--- src/rtl/bmci_pkg.sv ---
package bmci_pkg;

    localparam int MAX_ROWS = 1024;
    localparam int ROW_AW   = $clog2(MAX_ROWS);
    localparam int CNT_W    = ROW_AW + 1;
    localparam int ROW_W    = 26;

    localparam logic CFG_ROW_OFFSET = 1'b0;
    localparam logic CFG_GUIDE_ROWS = 1'b1;

    localparam logic CMD_LOAD  = 1'b0;
    localparam logic CMD_QUERY = 1'b1;

    typedef struct packed {
        logic signed [24:0] center;
        logic [15:0]        pre;
        logic [15:0]        after;
        logic [31:0]        base;
    } t_row_entry;

    typedef struct packed {
        logic        valid;
        logic        lookup;
        logic        hit;
        logic [31:0] index;
        logic [31:0] total;
        logic [23:0] col;
    } t_req;

endpackage

--- src/rtl/bmci_band_calc.sv ---
module bmci_band_calc import bmci_pkg::*; (
    input  logic        i_clk,
    input  logic        i_rst_n,
    input  t_req        i_req,
    input  t_row_entry  i_row,
    output logic        o_valid,
    output logic        o_hit,
    output logic [31:0] o_buffer_index,
    output logic [31:0] o_total_cells
);

    typedef struct packed {
        logic             valid;
        logic             lookup;
        logic             hit;
        logic [31:0]      index;
        logic [31:0]      total;
        logic             right;
        logic             inband;
        logic [ROW_W-1:0] span;
    } t_s2;

    t_s2               r_s2;
    t_s2               n_s2;
    logic [ROW_W-1:0]  w_col;
    logic [ROW_W-1:0]  w_ctr;
    logic [ROW_W-1:0]  w_diff_r;
    logic [ROW_W-1:0]  w_diff_l;
    logic              r_valid;
    logic              r_hit;
    logic [31:0]       r_index;
    logic [31:0]       r_total;
    logic [31:0]       n_index;
    logic              n_hit;

    // distance from band centre and band check
    always_comb begin
        w_col    = {2'b00, i_req.col};
        w_ctr    = {i_row.center[24], i_row.center};
        w_diff_r = w_col - w_ctr;
        w_diff_l = w_ctr - w_col;
        n_s2        = '0;
        n_s2.valid  = i_req.valid;
        n_s2.lookup = i_req.lookup;
        n_s2.hit    = i_req.hit;
        n_s2.index  = i_req.lookup ? i_row.base : i_req.index;
        n_s2.total  = i_req.total;
        n_s2.right  = !w_diff_r[ROW_W-1] && (w_diff_r != '0);
        n_s2.span   = n_s2.right ? w_diff_r : w_diff_l;
        if (n_s2.right) begin
            n_s2.inband = n_s2.span <= {10'b0, i_row.after};
        end else begin
            n_s2.inband = n_s2.span <= {10'b0, i_row.pre};
        end
    end

    always_ff @(posedge i_clk) begin
        if (!i_rst_n) begin
            r_s2.valid <= 1'b0;
        end else begin
            r_s2 <= n_s2;
        end
    end

    always_comb begin
        n_hit   = r_s2.hit;
        n_index = r_s2.index;
        if (r_s2.lookup) begin
            n_hit = r_s2.inband;
            if (!r_s2.inband) begin
                n_index = '0;
            end else if (r_s2.right) begin
                n_index = r_s2.index + 32'(r_s2.span);
            end else begin
                n_index = r_s2.index - 32'(r_s2.span);
            end
        end
    end

    always_ff @(posedge i_clk) begin
        if (!i_rst_n) begin
            r_valid <= 1'b0;
        end else begin
            r_valid <= r_s2.valid;
        end
    end

    always_ff @(posedge i_clk) begin
        r_hit   <= n_hit;
        r_index <= n_index;
        r_total <= r_s2.total;
    end

    assign o_valid        = r_valid;
    assign o_hit          = r_hit;
    assign o_buffer_index = r_index;
    assign o_total_cells  = r_total;

endmodule

--- config.mk ---
export PLATFORM = sky130hd
export DESIGN_NAME = bmci_band_calc
export DESIGN_NICKNAME = d
export VERILOG_FILES = /design/src/rtl/bmci_pkg.sv /design/src/rtl/bmci_band_calc.sv
export SDC_FILE = /design/constraint.sdc
export NUM_CORES = 1
export LEC_CHECK = 0
export BUFFER_PORTS_ARGS = -buffer_cell sky130_fd_sc_hd__buf_2
export CORE_MARGIN = 8
export CORE_UTILIZATION = 26
export DETAILED_ROUTE_END_ITERATION = 7
export GPL_ROUTABILITY_DRIVEN = 0
export SYNTH_ARGS = -nofsm -noshare
export SYNTH_HDL_FRONTEND = slang
export SYNTH_SLANG_ARGS = --single-unit
--- constraint.sdc ---
create_clock -name i_clk -period 7.4 [get_ports i_clk]
set_input_delay 0.74 -clock i_clk [delete_from_list [all_inputs] [get_ports i_clk]]
set_output_delay 0.74 -clock i_clk [all_outputs]
set_load 0.03 [all_outputs]
Word level (Yosys, flattened, before mapping)
Cells that the tools add are included.

Memory bits (writable): 0. Bits in registers: 161. Memories kept: 0. Bits of input ports: 182. Bits in latches: 0. ROM bits: 0. Word-level logic and storage cells: 28. Output and inout port bits: 66.

Shift operators: 0. Reductions and logical operators: 3. Multiplexer cells: 7. Add/sub/neg operators: 4. Divide/modulo/power cells: 0. Bitwise logic cells: 0. $mul: 0. $lt $le $gt $ge: 2. Equal/unequal tests: 0.

Operators with widths (number): $mux W32 (4); $le A26 B16 Y1 (2); $sub A25 B25 Y26 (2); $add A32 B26 Y32 (1); $sub A32 B26 Y32 (1); $mux W26 (1); $reduce_bool A26 Y1 (1); $mux W1 (2); $logic_and A1 B1 Y1 (1); $logic_not A1 Y1 (1).

Logic depth before layout (Yosys ltp)
Gate-level depths: netlist (run 1).

Word-level depth: 6. Gate-level depth with buffers: 29. Depth with buffers taken out: 27.

Worst setup path before layout (run 1)
Ideal clock, no wire load.

Kind: input -> register. From: input port i_req[0] in the netlist's numbering. To: register r_s2[26] in the netlist's numbering, data pin. Cell stages on the path: 27. Arrival time: 5.599 ns. Slack: 1.631 ns. Required time: 7.230 ns. Buffers on the path: 2. Setup time: 0.170 ns. Cell sequence: inv_1 ha_1 inv_1 fa_1 a2111oi_4 or4b_1 a2111o_1 nor4_2 and4_1 nand4_1 o21ba_1 buf_6 buf_2 mux2i_1 xnor2_1 ha_1 a21o_1 a21o_1 a21oi_1 nor2_1 a211oi_1 nand2_1 o21ai_0 nand4_1 nor4_2 o2111ai_1 nor4_2.

RTL lines: from (decl) (line bmci_band_calc.sv:4) `input t_req i_req,`; to (signal assigned) (line bmci_band_calc.sv:61) `r_s2 <= n_s2;`; to (decl) (line bmci_band_calc.sv:23) `t_s2 r_s2;`.

==> impl_metrics.csv, run 1 <==
group,metric,value,unit
logic_synthesis,ys_async_sr_fraction,0,
grt,grt.total_usage,0.137,
die,floorplan.die.width,224,um
sta,finalCritPeriodShare,0.862,
logic_synthesis,post_synth_mux_area_share,0.0476,
worst_setup_path,crit_path_end_kind,"flop",
placed_design,placed_cells,1938,
sta,clock-skew-final,0.00796,ns
logic_synthesis,dominantRegCellSynth,"sky130_fd_sc_hd__edfxtp_1",
grt,grt_pass1_vias,9902,
power_and_ir_drop,max_rail_drop_vdd,0.160,mV
sta,highest_achievable_clock_rate,157,MHz
detailed_routing,drt_first_iter_violations,864,
logic_synthesis,synth_compound_area_frac,0.210,
logic_synthesis,synth_simple_gate_area_share,0.123,
clocking,clkTransAtPathRegs,0.06,ns
logic_synthesis,synth_fa_ha_area_frac,0.130,
grt,globalRouteOverflowTotal,0,
logic_synthesis,yosysTopAreaCellShare,0.252,
outcome,outcome,"complete, no violations",
clocking,cts.sinks,161,
detailed_routing,route.vias.total,9844,
worst_setup_path,critical_path_peak_fanout,18,
final_layout,fin_nets,1708,
sta,timing.max_slew.rel_slack,0.400,
clocking,h-tree-depth,4,
logic_synthesis,yosys.area_share.xor_xnor,0.0641,
logic_synthesis,synth-edff-count,94,
worst_hold_path,holdCritPathClass,"flop to flop",
power_and_ir_drop,sequential_fraction_of_design_power,0.348,
logic_synthesis,ys.warnings.count,0,
worst_hold_path,worstHoldStart,"r_s2[56]",
worst_setup_path,path_class,"input pin to flop",
sta,grt_setup_unrepaired,"false",
die,core-area,42800,sq um
final_layout,postLayoutCoreUtil,0.317,
sta,totalNegativeSetupSlack,0,ns
power_and_ir_drop,pd_cells,240,nW/um^2
detailed_routing,avgRoutedWirePerCell,17.8,um
detailed_routing,route.antenna.remaining_nets,0,
clocking,tritoncts,"done",
worst_hold_path,hold_path_depth,0,
worst_setup_path,path_depth_of_the_worst_reg2reg_path,20,
die,die_h,224,um
logic_synthesis,main_combinational_cell_family_by_area_after_synthesis,"compound AO/OA/AOI/OAI gates",
detailed_routing,route.detailed.vias_per_inst,4.99,
detailed_routing,detail_route.first_pass.iterations,5,
logic_synthesis,synth_nets,1473,
power_and_ir_drop,p_clk_frac,0.255,
clocking,post_cts_repair_resize_count,0,
worst_hold_path,min_to,"o_total_cells[28]",
power_and_ir_drop,switching_share,0.369,
worst_setup_path,timing.reg2reg.setup_slack,2.29,ns
power_and_ir_drop,cellLeakagePower,6.18,nW
clocking,cts_max_path_buffers,2,
logic_synthesis,synth_top_area_cell,"sky130_fd_sc_hd__edfxtp_1",
logic_synthesis,synthesis.area,11200,sq um
die,rows,76,
logic_synthesis,avgSynthCellArea,9.53,sq um
power_and_ir_drop,total_switching_power,1.20,mW
sta,tightestPinTransition,0.900,ns
final_layout,final_cell_count_no_fill,1973,
logic_synthesis,synth_sequential_area_ratio,0.372,
placed_design,detailedPlacementHpwl,28300,um
clocking,worstSkewPairLatency,0.43,ns
detailed_routing,totalWireLength,35100,um
logic_synthesis,yosys_register_bits,161,
sta,setup_viol_count_final,0,
grt,grt_antenna_before_repair,2,
final_layout,fillCellCount,4435,
worst_setup_path,setup.worst_path.start_class,"input pin",
die,design.die.area,50000,sq um
clocking,cts-hold-fix-buffers,0,
worst_setup_path,critical_path_arrival,6.63,ns
logic_synthesis,syn_inst_count,1176,
detailed_routing,remaining_drc_errors,0,
job,maxCapViolations,0,
sta,slew_viol_final,0,
worst_setup_path,crit_required,7.65,ns
final_layout,final_layout_size_suffix_gt1_frac,0.230,
clocking,postCtsSetupBuffers,0,
final_layout,syn_to_final_growth,21.2,%
die,ioPinCount,248,
power_and_ir_drop,cell_internal_pwr,2.06,mW
power_and_ir_drop,power.combinational.fraction,0.396,
power_and_ir_drop,fin_total_pwr,3.26,mW
sta,final.min_clock_period,6.38,ns
grt,grt_pass1_wl,54500,um
clocking,cts-buffers-inserted,17,
logic_synthesis,yosys.cell_types.count,71,
worst_setup_path,r2r-end,"o_buffer_index[31]",
grt,largest_net_degree_at_the_start_of_global_routing,57,
logic_synthesis,synth_area_leaders,"sky130_fd_sc_hd__edfxtp_1 25%, sky130_fd_sc_hd__ha_1 13%, sky130_fd_sc_hd__dfxtp_1 12%",
worst_setup_path,worst_r2r_startpoint,"r_s2[6]",
placed_design,numPortBuffers,247,
sta,final_number_of_hold_violating_endpoints,0,
logic_synthesis,synth.top_cells.by_count,"112 x sky130_fd_sc_hd__ha_1, 112 x sky130_fd_sc_hd__inv_1, 100 x sky130_fd_sc_hd__a21oi_1",
die,initial_utilization,0.262,
clocking,clk_root_buffer_cell,"sky130_fd_sc_hd__clkbuf_16",
how the worst max path moves through the flow:
stage / end / start
6_report: r_s2[26] / i_req[0]
5_1_grt: r_s2[26] / i_req[0]
4_1_cts: r_s2[26] / i_req[0]
3_5_place_dp: r_s2[26] / i_req[0]
3_3_place_gp: r_s2[26] / i_req[0]
2_1_floorplan: r_s2[26] / i_req[0]
worst max-delay path, cell delays in order:
cell and delay, ns:
sky130_fd_sc_hd__buf_2 0.11, sky130_fd_sc_hd__inv_1 0.05, sky130_fd_sc_hd__ha_1 0.21, sky130_fd_sc_hd__inv_1 0.07, sky130_fd_sc_hd__fa_1 0.43, sky130_fd_sc_hd__a21o_1 0.23, sky130_fd_sc_hd__a221oi_2 0.58, sky130_fd_sc_hd__o211ai_1 0.25
sky130_fd_sc_hd__a221o_1 0.40, sky130_fd_sc_hd__a32oi_1 0.15, sky130_fd_sc_hd__and4_1 0.21, sky130_fd_sc_hd__nand4_1 0.09, sky130_fd_sc_hd__o21ba_1 0.37, sky130_fd_sc_hd__buf_4 0.30, sky130_fd_sc_hd__a311oi_1 0.22, sky130_fd_sc_hd__a21oi_1 0.08
sky130_fd_sc_hd__xor2_1 0.32, sky130_fd_sc_hd__ha_1 0.32, sky130_fd_sc_hd__a21o_1 0.17, sky130_fd_sc_hd__a21oi_1 0.14, sky130_fd_sc_hd__nor2_1 0.06, sky130_fd_sc_hd__a211oi_1 0.26, sky130_fd_sc_hd__nand2_1 0.07, sky130_fd_sc_hd__o21ai_0 0.19
sky130_fd_sc_hd__nand4_1 0.13, sky130_fd_sc_hd__nor4_2 0.16, sky130_fd_sc_hd__o2111ai_1 0.17, sky130_fd_sc_hd__nor4_2 0.16
final cells by class:
class                           count  area, sq um  share of cell area
Clock inverter                      7         50.0             0.00369
Tap cell                          546          683              0.0503
Timing Repair Buffer              256         1310              0.0962
Multi-Input combinational cell    863         6440               0.474
Antenna cell                        3         7.51            0.000553
Inverter                          112          420              0.0310
Clock buffer                       25          507              0.0373
Sequential cell                   161         4160               0.307
registers in the layout, summed over array words and instances (netlist names):
name / cells
o_buffer_index: 32
o_hit: 1
o_total_cells: 32
o_valid: 1
r_s2: 95
cell families after synthesis:
kind of cell / Yosys count
and+or+nand+nor: 266
DFF: 161
buffers and inverters: 152
adders and majority gates: 115
xor gates and xnor gates: 82
muxes: 49
AOI/OAI and AO/OA: 351
per-stage QoR:
stage / cell area [sq um] / hold slack, ns / setup slack (ns)
2_1_floorplan: 11200 / 0.323 / 1.63
3_3_place_gp: 13000 / 0.323 / 0.951
3_5_place_dp: 13000 / 0.327 / 0.684
4_1_cts: 13600 / 0.341 / 1.12
5_1_grt: 13600 / 0.344 / 0.518
6_report: 13600 / 0.340 / 1.02
metal layers:
metal  GRT usage  part of all wire  wire length, um
met5           0           0.00031               11
met4      0.0465             0.020              692
met3      0.0326             0.073             2570
met2       0.224              0.46            16200
met1       0.176              0.45            15600
cell usage in the layout, fill, tap and decap left out, types with 6 or more instances in the layout:
cell	instances
sky130_fd_sc_hd__o2bb2ai_1	22
sky130_fd_sc_hd__and3_1	10
sky130_fd_sc_hd__a21boi_0	6
sky130_fd_sc_hd__nand4_1	17
sky130_fd_sc_hd__xnor2_1	33
sky130_fd_sc_hd__o21a_1	18
sky130_fd_sc_hd__mux2i_1	15
sky130_fd_sc_hd__inv_1	112
sky130_fd_sc_hd__o32ai_1	6
sky130_fd_sc_hd__a31oi_1	7
sky130_fd_sc_hd__nand2_1	62
sky130_fd_sc_hd__buf_4	10
sky130_fd_sc_hd__o22ai_1	8
sky130_fd_sc_hd__ha_1	112
sky130_fd_sc_hd__a211oi_1	11
sky130_fd_sc_hd__nor3_1	23
sky130_fd_sc_hd__xor2_1	49
sky130_fd_sc_hd__nor2b_1	16
sky130_fd_sc_hd__o211ai_1	11
sky130_fd_sc_hd__o21ai_0	56
sky130_fd_sc_hd__mux2_2	34
sky130_fd_sc_hd__dfxtp_1	67
sky130_fd_sc_hd__nand3_1	18
sky130_fd_sc_hd__a21o_1	49
sky130_fd_sc_hd__o2111ai_1	6
sky130_fd_sc_hd__nand2b_1	13
sky130_fd_sc_hd__and2_1	15
sky130_fd_sc_hd__nor3b_1	6
sky130_fd_sc_hd__a21oi_1	100
sky130_fd_sc_hd__edfxtp_1	94
sky130_fd_sc_hd__buf_2	246
sky130_fd_sc_hd__nor4_1	7
sky130_fd_sc_hd__nor2_1	58
sky130_fd_sc_hd__clkbuf_16	18
power by group through the flow:
stage	clock network, mW	logic [mW]	registers (mW)
final	0.832	1.29	1.14
after global routing	0.897	1.44	1.15
after CTS	0.867	1.29	1.14
after detailed placement	0	1.28	1.15
after global placement	0	1.26	1.15
after floorplan	0	0.805	1.25
Power figures use the tool's default switching activity.
==> run 2, diff against run 1 <==
Settings changed: CTS_BUF_LIST set to sky130_fd_sc_hd__clkbuf_4.
==> impl_metrics.csv, run 2 (synthesis gave the netlist of run 1 again) <==
group,metric,value,unit
outcome,outcome,"complete, no violations",
power_and_ir_drop,pd_cells,219,nW/um^2
die,initial_utilization,0.262,
detailed_routing,route.antenna.remaining_nets,0,
die,rows,76,
worst_setup_path,crit_path_end_kind,"flop",
job,maxCapViolations,0,
sta,tightestPinTransition,0.884,ns
grt,grt.total_usage,0.136,
die,core-area,42800,sq um
clocking,tritoncts,"done",
detailed_routing,avgRoutedWirePerCell,17.7,um
sta,setup_slack,1.16,ns
worst_setup_path,critical_path.max_stage_delay,0.60,ns
worst_setup_path,critPathTopFamily,"compound AO/OA/AOI/OAI gates",
final_layout,final_layout_size_suffix_gt1_frac,0.231,
final_layout,most-common-layout-cells,"246 x sky130_fd_sc_hd__buf_2, 112 x sky130_fd_sc_hd__inv_1, 112 x sky130_fd_sc_hd__ha_1, 100 x sky130_fd_sc_hd__a21oi_1, 94 x sky130_fd_sc_hd__edfxtp_1",
final_layout,final_cell_count_no_fill,1975,
clocking,clkTransAtPathRegs,0.13,ns
power_and_ir_drop,max_rail_drop_vdd,0.0905,mV
placed_design,numPortBuffers,247,
detailed_routing,detail_route.first_pass.iterations,6,
sta,timing.max_slew.rel_slack,0.411,
worst_setup_path,crit_required,7.81,ns
final_layout,final_common_cell,"sky130_fd_sc_hd__buf_2",
power_and_ir_drop,cellLeakagePower,6.05,nW
die,ioPinCount,248,
placed_design,detailed_place.area,13000,sq um
final_layout,multi_input_comb_area,6440,sq um
die,design.die.area,50000,sq um
clocking,clk_root_buffer_cell,"sky130_fd_sc_hd__clkbuf_4",
clocking,cts_max_path_buffers,2,
final_layout,syn_to_final_growth,18.5,%
sta,grt_setup_unrepaired,"false",
sta,highest_achievable_clock_rate,160,MHz
final_layout,largest_reg_flops,95,
final_layout,fin_nets,1708,
sta,finalCritPeriodShare,0.843,
clocking,cts-hold-fix-buffers,0,
clocking,postCtsSetupBuffers,0,
sta,clock-skew-final,0.0171,ns
final_layout,regMostFlops,"r_s2",
sta,slew_viol_final,0,
power_and_ir_drop,fin_total_pwr,2.91,mW
grt,grt_antenna_before_repair,4,
worst_setup_path,path_class,"input pin to flop",
worst_setup_path,critical_path_peak_fanout,18,
detailed_routing,route.detailed.vias_per_inst,4.98,
die,die_h,224,um
final_layout,fillCellCount,4474,
final_layout,seq_area,4160,sq um
die,floorplan.die.width,224,um
sta,final_number_of_hold_violating_endpoints,0,
clocking,cts-buffers-inserted,17,
grt,grt_pass1_wl,54200,um
worst_setup_path,bufs_and_invs_on_worst_path,4,
detailed_routing,route.vias.total,9840,
detailed_routing,totalWireLength,35000,um
placed_design,dp_worst_setup_slack,0.684,ns
sta,totalNegativeSetupSlack,0,ns
clocking,worstSkewPairLatency,0.59,ns
placed_design,placed_cells,1938,
grt,grt_pass1_vias,9884,
clocking,cts.sinks,161,
worst_setup_path,critical_path_arrival,6.64,ns
worst_setup_path,cpMaxStageDelayCell,"sky130_fd_sc_hd__a221oi_2",
worst_hold_path,holdCritPathClass,"input pin to flop",
final_layout,design_area,13300,sq um
detailed_routing,remaining_drc_errors,0,
worst_setup_path,setup.worst_path.start_class,"input pin",
clocking,post_cts_repair_resize_count,0,
placed_design,detailedPlacementHpwl,28300,um
grt,globalRouteOverflowTotal,0,
grt,largest_net_degree_at_the_start_of_global_routing,57,
detailed_routing,drt_first_iter_violations,770,
sta,final.min_clock_period,6.24,ns
sta,setup_viol_count_final,0,
clocking,h-tree-depth,4,
## run 2: final timing paths
| kind | start | to | slack (ns) | depth (start not counted) |
|---|---|---|---|---|
| max | i_req[0] | r_s2[26] | 1.16 | 28 |
| min | i_req[25] | r_s2[29] | 0.31 | 1 |
| max reg2reg | r_s2[6] | o_buffer_index[31] | 2.24 | 20 |
| min reg2reg | r_s2[56] | o_total_cells[28] | 0.34 | 0 |
## run 2: through the flow
step | hold WS (ns) | util
after floorplan | 0.323 | -
after global placement | 0.323 | 0.304
after detailed placement | 0.327 | 0.304
after CTS | 0.217 | 0.310
after global routing | 0.219 | 0.310
final | 0.315 | 0.310
## run 2: area by class of cell
cell class,count,area share
sequential,161,0.314
clock buffer,21,0.0119
clock inverter,11,0.00688
timing repair buffer,256,0.0984
tap,546,0.0515
inverter,112,0.0317
multi-input combinational,863,0.485
antenna,5,0.000942
## run 2: power by group
part	leakage (nW)	switching [mW]	total (mW)	internal (mW)
sequential	1.48	0.0550	1.13	1.08
clock	0.141	0.309	0.488	0.179
combinational	4.42	0.793	1.29	0.498
## run 2: layer usage
layer | global-route usage | vias up | part of all wire
met5 | 0 | - | 0.00031
met2 | 0.223 | 412 | 0.46
li1 | - | 4783 | -
met3 | 0.0334 | 63 | 0.077
met1 | 0.175 | 4580 | 0.44
met4 | 0.0438 | 2 | 0.021
==> run 3, diff against run 2 <==
Clock period 7.4 ns to 5 ns, I/O delays scaled along.
==> impl_metrics.csv, run 3 (synthesis gave the netlist of run 1 again) <==
group,metric,value,unit
clocking,clkTransAtPathRegs,0.16,ns
clocking,worstSkewPairLatency,0.58,ns
power_and_ir_drop,cell_internal_pwr,2.80,mW
grt,grt_pass1_wl,56000,um
worst_hold_path,min_to,"r_s2[52]",
final_layout,largest_reg_flops,95,
detailed_routing,route.antenna.remaining_nets,0,
sta,timing.max_slew.rel_slack,0.430,
power_and_ir_drop,p_clk_frac,0.168,
worst_setup_path,worst_r2r_startpoint,"r_s2[6]",
clocking,clk_root_buffer_cell,"sky130_fd_sc_hd__clkbuf_4",
power_and_ir_drop,sequential_fraction_of_design_power,0.363,
final_layout,design_area,14800,sq um
sta,finalCritPeriodShare,1.05,
worst_setup_path,setup.worst_path.start_class,"input pin",
power_and_ir_drop,pd_cells,313,nW/um^2
worst_setup_path,crit_path_end_kind,"flop",
worst_setup_path,path_class,"input pin to flop",
worst_setup_path,path_depth_of_the_worst_reg2reg_path,21,
die,ioPinCount,248,
sta,final.min_clock_period,5.27,ns
final_layout,most-common-layout-cells,"246 x sky130_fd_sc_hd__buf_2, 185 x sky130_fd_sc_hd__buf_4, 111 x sky130_fd_sc_hd__inv_1, 111 x sky130_fd_sc_hd__ha_1, 95 x sky130_fd_sc_hd__a21oi_1",
placed_design,detailed_place.area,14400,sq um
placed_design,detailedPlacementHpwl,30100,um
worst_hold_path,hold_path_depth,1,
final_layout,regMostFlops,"r_s2",
outcome,violated_checks,"setup timing",
sta,clock-skew-final,0.0210,ns
sta,setup_slack,-0.268,ns
job,maxCapViolations,0,
sta,totalNegativeSetupSlack,-0.268,ns
sta,highest_achievable_clock_rate,190,MHz
clocking,cts-buffers-inserted,17,
detailed_routing,route.vias.total,10421,
worst_hold_path,holdCritPathClass,"input pin to flop",
placed_design,dp_worst_setup_slack,-0.944,ns
sta,slew_viol_final,0,
final_layout,fin_nets,1886,
clocking,tritoncts,"done",
detailed_routing,drt_first_iter_violations,735,
detailed_routing,route.detailed.vias_per_inst,4.84,
die,floorplan.die.width,224,um
sta,setup_viol_count_final,1,
grt,grt.total_usage,0.139,
worst_setup_path,r2r-end,"o_buffer_index[31]",
worst_setup_path,crit_required,5.43,ns
power_and_ir_drop,total_switching_power,1.83,mW
clocking,cts_max_path_buffers,2,
die,initial_utilization,0.262,
power_and_ir_drop,max_rail_drop_vdd,0.168,mV
worst_setup_path,timing.reg2reg.setup_slack,0.47,ns
detailed_routing,totalWireLength,36100,um
power_and_ir_drop,cellLeakagePower,6.96,nW
worst_setup_path,setup.worst_path.start,"i_req[0]",
sta,worst_hold_slack,0.0955,ns
grt,grt_antenna_before_repair,4,
grt,globalRouteOverflowTotal,0,
sta,grt_setup_unrepaired,"true",
worst_setup_path,critical_path_peak_fanout,7,
final_layout,final_common_cell,"sky130_fd_sc_hd__buf_2",
sta,final_number_of_hold_violating_endpoints,0,
power_and_ir_drop,switching_share,0.395,
final_layout,syn_to_final_growth,31.9,%
grt,grt_pass1_vias,10588,
detailed_routing,remaining_drc_errors,0,
die,rows,76,
clocking,cts.sinks,161,
worst_hold_path,worstHoldStart,"i_req[48]",
clocking,h-tree-depth,4,
die,design.die.area,50000,sq um
detailed_routing,avgRoutedWirePerCell,16.8,um
grt,largest_net_degree_at_the_start_of_global_routing,61,
die,die_h,224,um
worst_setup_path,critical_path_arrival,5.69,ns
power_and_ir_drop,power.combinational.fraction,0.470,
die,core-area,42800,sq um
detailed_routing,detail_route.first_pass.iterations,5,
sta,tightestPinTransition,0.854,ns
final_layout,final_layout_size_suffix_gt1_frac,0.331,
placed_design,numPortBuffers,247,
outcome,outcome,"finished with violations",
[run 3: changes by cell type in the layout (fill, tap and decap cells not counted), sizes merged]
cell / before / now
buf: 256 / 434
clkbuf: 21 / 17
inv: 114 / 118
clkinv: 7 / 8
clkinvlp: 1 / 0
diode: 5 / 4
[run 3: final cells by class]
| class | count | area (sq um) |
|---|---|---|
| fill | 4411 | 28000 |
| multi-input combinational | 863 | 6550 |
| sequential | 161 | 4160 |
| timing repair buffer | 434 | 2670 |
| tap | 546 | 683 |
| inverter | 112 | 420 |
| clock inverter | 15 | 154 |
| clock buffer | 17 | 128 |
| antenna | 4 | 10.0 |
[run 3: per-layer routing]
layer | global-route usage | share of wire
met5 | 0 | 0
met4 | 0.0431 | 0.022
met3 | 0.0337 | 0.068
met2 | 0.236 | 0.46
met1 | 0.173 | 0.45
[run 3: stage by stage]
step / total power, mW / utilization / instances
floorplan: 3.06 / - / 1176
global placement: 3.79 / 0.336 / 2114
detailed placement: 3.84 / 0.336 / 2114
CTS: 4.65 / 0.343 / 2146
global route: 4.96 / 0.345 / 2151
finish: 4.63 / 0.345 / 2152
[run 3: worst max-delay path by stage]
stage / endpoint / slack [ns] / depth (start not counted)
floorplan: r_s2[26] / -0.33 / 27
global placement: r_s2[26] / -0.78 / 27
detailed placement: r_s2[26] / -0.94 / 28
CTS: r_s2[26] / -0.1 / 27
global route: r_s2[26] / -0.45 / 28
finish: r_s2[26] / -0.27 / 28
[run 3: power groups by stage]
stage	Sequential, mW	Clock, mW	Combinational [mW]
floorplan	1.85	0	1.20
global placement	1.70	0	2.09
detailed placement	1.71	0	2.13
CTS	1.68	0.820	2.15
global route	1.70	0.872	2.39
finish	1.68	0.776	2.17
[run 3: worst max-delay path, stage by stage]
cell                        delay, ns
sky130_fd_sc_hd__buf_2           0.11
sky130_fd_sc_hd__inv_1           0.05
sky130_fd_sc_hd__ha_2            0.19
sky130_fd_sc_hd__inv_2           0.04
sky130_fd_sc_hd__fa_2            0.39
sky130_fd_sc_hd__xnor2_2         0.19
sky130_fd_sc_hd__o21ai_1         0.11
sky130_fd_sc_hd__or4b_1          0.50
sky130_fd_sc_hd__a2111o_1        0.31
sky130_fd_sc_hd__nor4_2          0.31
sky130_fd_sc_hd__and4_1          0.26
sky130_fd_sc_hd__nand4_1         0.12
sky130_fd_sc_hd__o21ba_4         0.28
sky130_fd_sc_hd__buf_4           0.17
sky130_fd_sc_hd__a311oi_2        0.19
sky130_fd_sc_hd__a21oi_1         0.08
sky130_fd_sc_hd__xor2_1          0.16
sky130_fd_sc_hd__ha_1            0.32
sky130_fd_sc_hd__a21o_1          0.17
sky130_fd_sc_hd__a21oi_2         0.12
sky130_fd_sc_hd__nor2_1          0.06
sky130_fd_sc_hd__a211oi_2        0.23
sky130_fd_sc_hd__nand2_1         0.09
sky130_fd_sc_hd__o21ai_2         0.15
sky130_fd_sc_hd__nand4_1         0.13
sky130_fd_sc_hd__nor4_2          0.16
sky130_fd_sc_hd__o2111ai_1       0.14
sky130_fd_sc_hd__nor4_2          0.15
[run 3: repair_timing]
item,4_1_cts,5_1_grt
setup buffers,0,2
resized for setup,7,16
setup endpoints to repair,1,2
hold buffers,0,0
pin swaps,2,9
endpoints found under the hold margin,0,0
